--- src/rtl/ffha_pkg.sv ---
// Shared types and constants for the first-fit heap allocator.
// No dependencies; used by ffha_alu and first_fit_heap_allocator.
package ffha_pkg;

    localparam int REQ_W = 11;
    localparam int OFF_W = 10;

    localparam logic MODE_ALLOC = 1'b0;
    localparam logic MODE_FREE  = 1'b1;

    localparam logic ST_DONE    = 1'b0;
    localparam logic ST_REFUSED = 1'b1;

    typedef enum logic {
        ALU_ADD,
        ALU_SUB
    } alu_op_t;

endpackage

--- src/rtl/ffha_alu.sv ---
// Shared add/subtract unit with unsigned compare for the allocator walk.
// Depends on ffha_pkg for the operation codes.
module ffha_alu #(
    parameter int LW = 13
) (
    input  ffha_pkg::alu_op_t op,
    input  logic [LW-1:0]     a,
    input  logic [LW-1:0]     b,
    output logic [LW-1:0]     res,
    output logic              ge
);

    logic          sub;
    logic [LW-1:0] b_eff;
    logic [LW:0]   sum;

    always_comb
    begin
        case (op)
            ffha_pkg::ALU_SUB: sub = 1'b1;
            default:           sub = 1'b0;
        endcase
        b_eff = sub ? ~b : b;
        sum   = {1'b0, a} + {1'b0, b_eff} + (LW+1)'(sub);
        res   = sum[LW-1:0];
        ge    = sum[LW];
    end

endmodule

--- config.mk ---
export PLATFORM = sky130hd
export DESIGN_NAME = ffha_alu
export DESIGN_NICKNAME = d
export VERILOG_FILES = /design/src/rtl/ffha_pkg.sv /design/src/rtl/ffha_alu.sv
export SDC_FILE = /design/constraint.sdc
export NUM_CORES = 1
export LEC_CHECK = 0
export ABC_AREA = 1
export BUFFER_PORTS_ARGS = -buffer_cell sky130_fd_sc_hd__buf_2
export CORE_MARGIN = 2
export CORE_UTILIZATION = 54
export DETAILED_ROUTE_END_ITERATION = 8
export PLACE_DENSITY = 0.87
export SLEW_MARGIN = 20
export SYNTH_ARGS = -nofsm -noshare
export SYNTH_HDL_FRONTEND = slang
export SYNTH_SLANG_ARGS = --single-unit
export TNS_END_PERCENT = 30
--- constraint.sdc ---
create_clock -name vclk -period 7.2
set_clock_uncertainty 0.1 [all_clocks]
set_input_delay 1.44 -clock vclk [all_inputs]
set_output_delay 1.44 -clock vclk [all_outputs]
set_load 0.1 [all_outputs]
==> qor.json <==
{
  "portBuffers": {"value": 41},
  "whs_path_depth": {"value": 4},
  "cts.repair_timing.setup_buffer_count": {"value": 0},
  "min_delay_worst_endpoint": {"value": "res[0]"},
  "detail_route.wirelength": {"value": 2280, "unit": "um"},
  "endpoint_kind": {"value": "output port"},
  "min_from": {"value": "a[0]"},
  "sequentialPowerShare": {"value": 0, "unit": "%"},
  "grt_overflow_total": {"value": 0},
  "place_congestion": {"value": 0.873},
  "layout.area.seq": {"value": 0, "unit": "um2"},
  "first_global_vias": {"value": 955},
  "fin_tns_setup": {"value": 0, "unit": "ps"},
  "area.growth.synth_to_final": {"value": 22.8, "unit": "%"},
  "finalCritPeriodShare": {"value": 69.9, "unit": "%"},
  "vias": {"value": 1089},
  "worst_ir_drop_vdd": {"value": 0.185, "unit": "mV"},
  "total_leakage_power": {"value": 0.731, "unit": "nW"},
  "cpLargestDelayFamily": {"value": "buffers and inverters"},
  "power.internal": {"value": 0.0571, "unit": "mW"},
  "timing_max_transition_violations_final": {"value": 0},
  "timing.final.hold_violations": {"value": 0},
  "fin_util": {"value": 72.2, "unit": "%"},
  "antenna_cells": {"value": 0},
  "grt_antenna_before_repair": {"value": 0},
  "syn_nets": {"value": 205},
  "top_area_cell_type_share_of_the_netlist_area": {"value": 24.0, "unit": "%"},
  "route.detailed.vias_per_inst": {"value": 5.00},
  "grt_util_all_layers": {"value": 23.3, "unit": "%"},
  "syn_inst": {"value": 163},
  "die_x": {"value": 45.0, "unit": "um"},
  "setup.worst_path.class": {"value": "input pin to output port"},
  "synth-simple-area-share": {"value": 41.2, "unit": "%"},
  "tightest_slew": {"value": 486, "unit": "ps"},
  "path_max_fanout": {"value": 13},
  "post_synth_main_area_contributors": {"value": "sky130_fd_sc_hd__nand2_1 (24%), sky130_fd_sc_hd__ha_1 (19%), sky130_fd_sc_hd__xor2_1 (15%)"},
  "dominant_combinational_cell_family_by_area_after_synthesis": {"value": "simple AND/OR/NAND/NOR gates"},
  "unrepaired_setup_endpoints_after_global_routing": {"value": "no"},
  "seq_cell_count": {"value": 0},
  "drt.antenna.violating_nets": {"value": 0},
  "cts.repair.resized": {"value": 0},
  "synth_compound_gate_area_share": {"value": 4.97, "unit": "%"},
  "timing.max_cap.violations": {"value": 0},
  "clkbuf_count": {"value": 0},
  "worst_setup_path_start_kind": {"value": "input pin"},
  "yosysWarnings": {"value": 0},
  "post-synth-top-count-cell": {"value": "sky130_fd_sc_hd__nand2_1"},
  "netlist_top_cells_count": {"value": "sky130_fd_sc_hd__nand2_1 (58), sky130_fd_sc_hd__inv_1 (30), sky130_fd_sc_hd__xor2_1 (15)"},
  "core_region_area": {"value": 1540, "unit": "um2"},
  "largest_net_degree_at_the_start_of_global_routing": {"value": 14},
  "power_density": {"value": 257, "unit": "nW/um2"},
  "setup_viol": {"value": 0},
  "ys_types": {"value": 19},
  "cp_data_arrival_time": {"value": 3490, "unit": "ps"},
  "initial_core_util": {"value": 58.8, "unit": "%"},
  "cp_max_stage_delay": {"value": 480, "unit": "ps"},
  "synth_adder_area_share": {"value": 21.5, "unit": "%"},
  "grt_pass1_wl": {"value": 3770, "unit": "um"},
  "postSynthAreaPerCell": {"value": 5.56, "unit": "um2"},
  "rows": {"value": 14},
  "timing.max_slew.rel_slack": {"value": 67.8, "unit": "%"},
  "synth_seq_area_share": {"value": 0, "unit": "%"},
  "net_switching_component_of_the_power": {"value": 0.229, "unit": "mW"},
  "layout-drive-gt1-share": {"value": 23.3, "unit": "%"},
  "initialDrtViolationCount": {"value": 30},
  "remaining_drc_errors": {"value": 0},
  "first_pass_iters": {"value": 4},
  "timing.fmax": {"value": 0.199, "unit": "GHz"},
  "die-height": {"value": 45.0, "unit": "um"},
  "synth_top_cell_by_area": {"value": "sky130_fd_sc_hd__nand2_1"},
  "crit_path_buffers_inverters": {"value": 2},
  "worstPathRequired": {"value": 5660, "unit": "ps"},
  "worstPathCellList": {"value": "buf_2, xor2_1, fa_1, nand3_1, nand3_1, a21oi_1, xnor2_1, buf_2"},
  "hold_buffers": {"value": 0},
  "worst_hold_path_type": {"value": "input pin to output port"},
  "clockPowerShare": {"value": 0, "unit": "%"},
  "post-dp-hpwl": {"value": 2010, "unit": "um"},
  "design.portCount": {"value": 41},
  "synth_xor_area_share": {"value": 17.4, "unit": "%"},
  "run_status": {"value": "finished clean"},
  "yosys-mux-area-fraction": {"value": 0, "unit": "%"},
  "fp.dieArea": {"value": 2020, "unit": "um2"},
  "swShare": {"value": 80.1, "unit": "%"},
  "comb_power_share": {"value": 100.0, "unit": "%"},
  "finalWorstPathRequiredPeriod": {"value": 5030, "unit": "ps"},
  "netlist_area": {"value": 906, "unit": "um2"},
  "routedWlPerCell": {"value": 10.5, "unit": "um"},
  "critPathSlowestCell": {"value": "sky130_fd_sc_hd__fa_1"},
  "finalNetCount": {"value": 246}
}
-- worst max-delay path by stage --
| stage | from | end | slack (ps) | cells after the start |
|---|---|---|---|---|
| 2_1_floorplan | op | res[6] | 1540 | 8 |
| 4_1_cts | op | res[6] | 2170 | 8 |
| 5_1_grt | op | res[6] | 2080 | 8 |
| 6_report | op | res[6] | 2170 | 8 |
| 3_5_place_dp | op | res[6] | 2170 | 8 |
| 3_3_place_gp | op | res[8] | 2260 | 8 |
-- power by group through the flow --
| stage | logic, mW | clock network [mW] | registers [mW] |
|---|---|---|---|
| 2_1_floorplan | 0.243 | 0 | 0 |
| 6_report | 0.286 | 0 | 0 |
| 3_5_place_dp | 0.285 | 0 | 0 |
| 3_3_place_gp | 0.281 | 0 | 0 |
| 4_1_cts | 0.286 | 0 | 0 |
| 5_1_grt | 0.303 | 0 | 0 |
-- cell families (layout without fill, tap and decap cells) --
| kind of cell | Yosys count | in the layout |
|---|---|---|
| buffers and inverters | 33 | 72 |
| AOI/OAI and AO/OA | 9 | 9 |
| and+or+nand+nor | 88 | 88 |
| adders and majority gates | 15 | 15 |
| xor gates and xnor gates | 18 | 18 |
-- final cells by class --
type,count,area (um2)
inverters,31,116
fillers,141,429
repair buffers,41,205
well taps,16,20.0
multi-input cells,130,771
-- per-layer routing --
layer  track usage, %  part of all wire (%)  wire (um)
met1             32.7                    46       1060
met2             41.4                    49       1120
met3            0.400                   4.0         91
met4             1.76                  0.66         15
met5                0                     0          0
-- metrics by stage --
| stage | cell area, um2 | worst slack (ps) | power, mW | hold WS (ps) | std cells |
|---|---|---|---|---|---|
| detailed placement | 1110 | 2170 | 0.285 | 3260 | 218 |
| CTS | 1110 | 2170 | 0.286 | 3260 | 218 |
| global placement | 1110 | 2260 | 0.281 | 3260 | 218 |
| global route | 1110 | 2080 | 0.303 | 3290 | 218 |
| floorplan | 906 | 1540 | 0.243 | 3360 | 163 |
| finish | 1110 | 2170 | 0.286 | 3260 | 218 |
-- placed cells by master (no fill, tap or decap) --
master,count
sky130_fd_sc_hd__xnor2_1,3
sky130_fd_sc_hd__nand2_1,58
sky130_fd_sc_hd__nand3_1,11
sky130_fd_sc_hd__nand4_1,4
sky130_fd_sc_hd__xor2_1,15
sky130_fd_sc_hd__and2_4,1
sky130_fd_sc_hd__inv_2,1
sky130_fd_sc_hd__a21oi_1,8
sky130_fd_sc_hd__nor2_1,8
sky130_fd_sc_hd__o21ai_0,1
sky130_fd_sc_hd__nand2_2,2
sky130_fd_sc_hd__and2_1,1
sky130_fd_sc_hd__fa_1,1
sky130_fd_sc_hd__ha_1,14
sky130_fd_sc_hd__nor3_1,1
sky130_fd_sc_hd__nor2_2,2
sky130_fd_sc_hd__buf_2,41
sky130_fd_sc_hd__inv_1,30
Note: power is estimated with default switching activity, not from simulation.
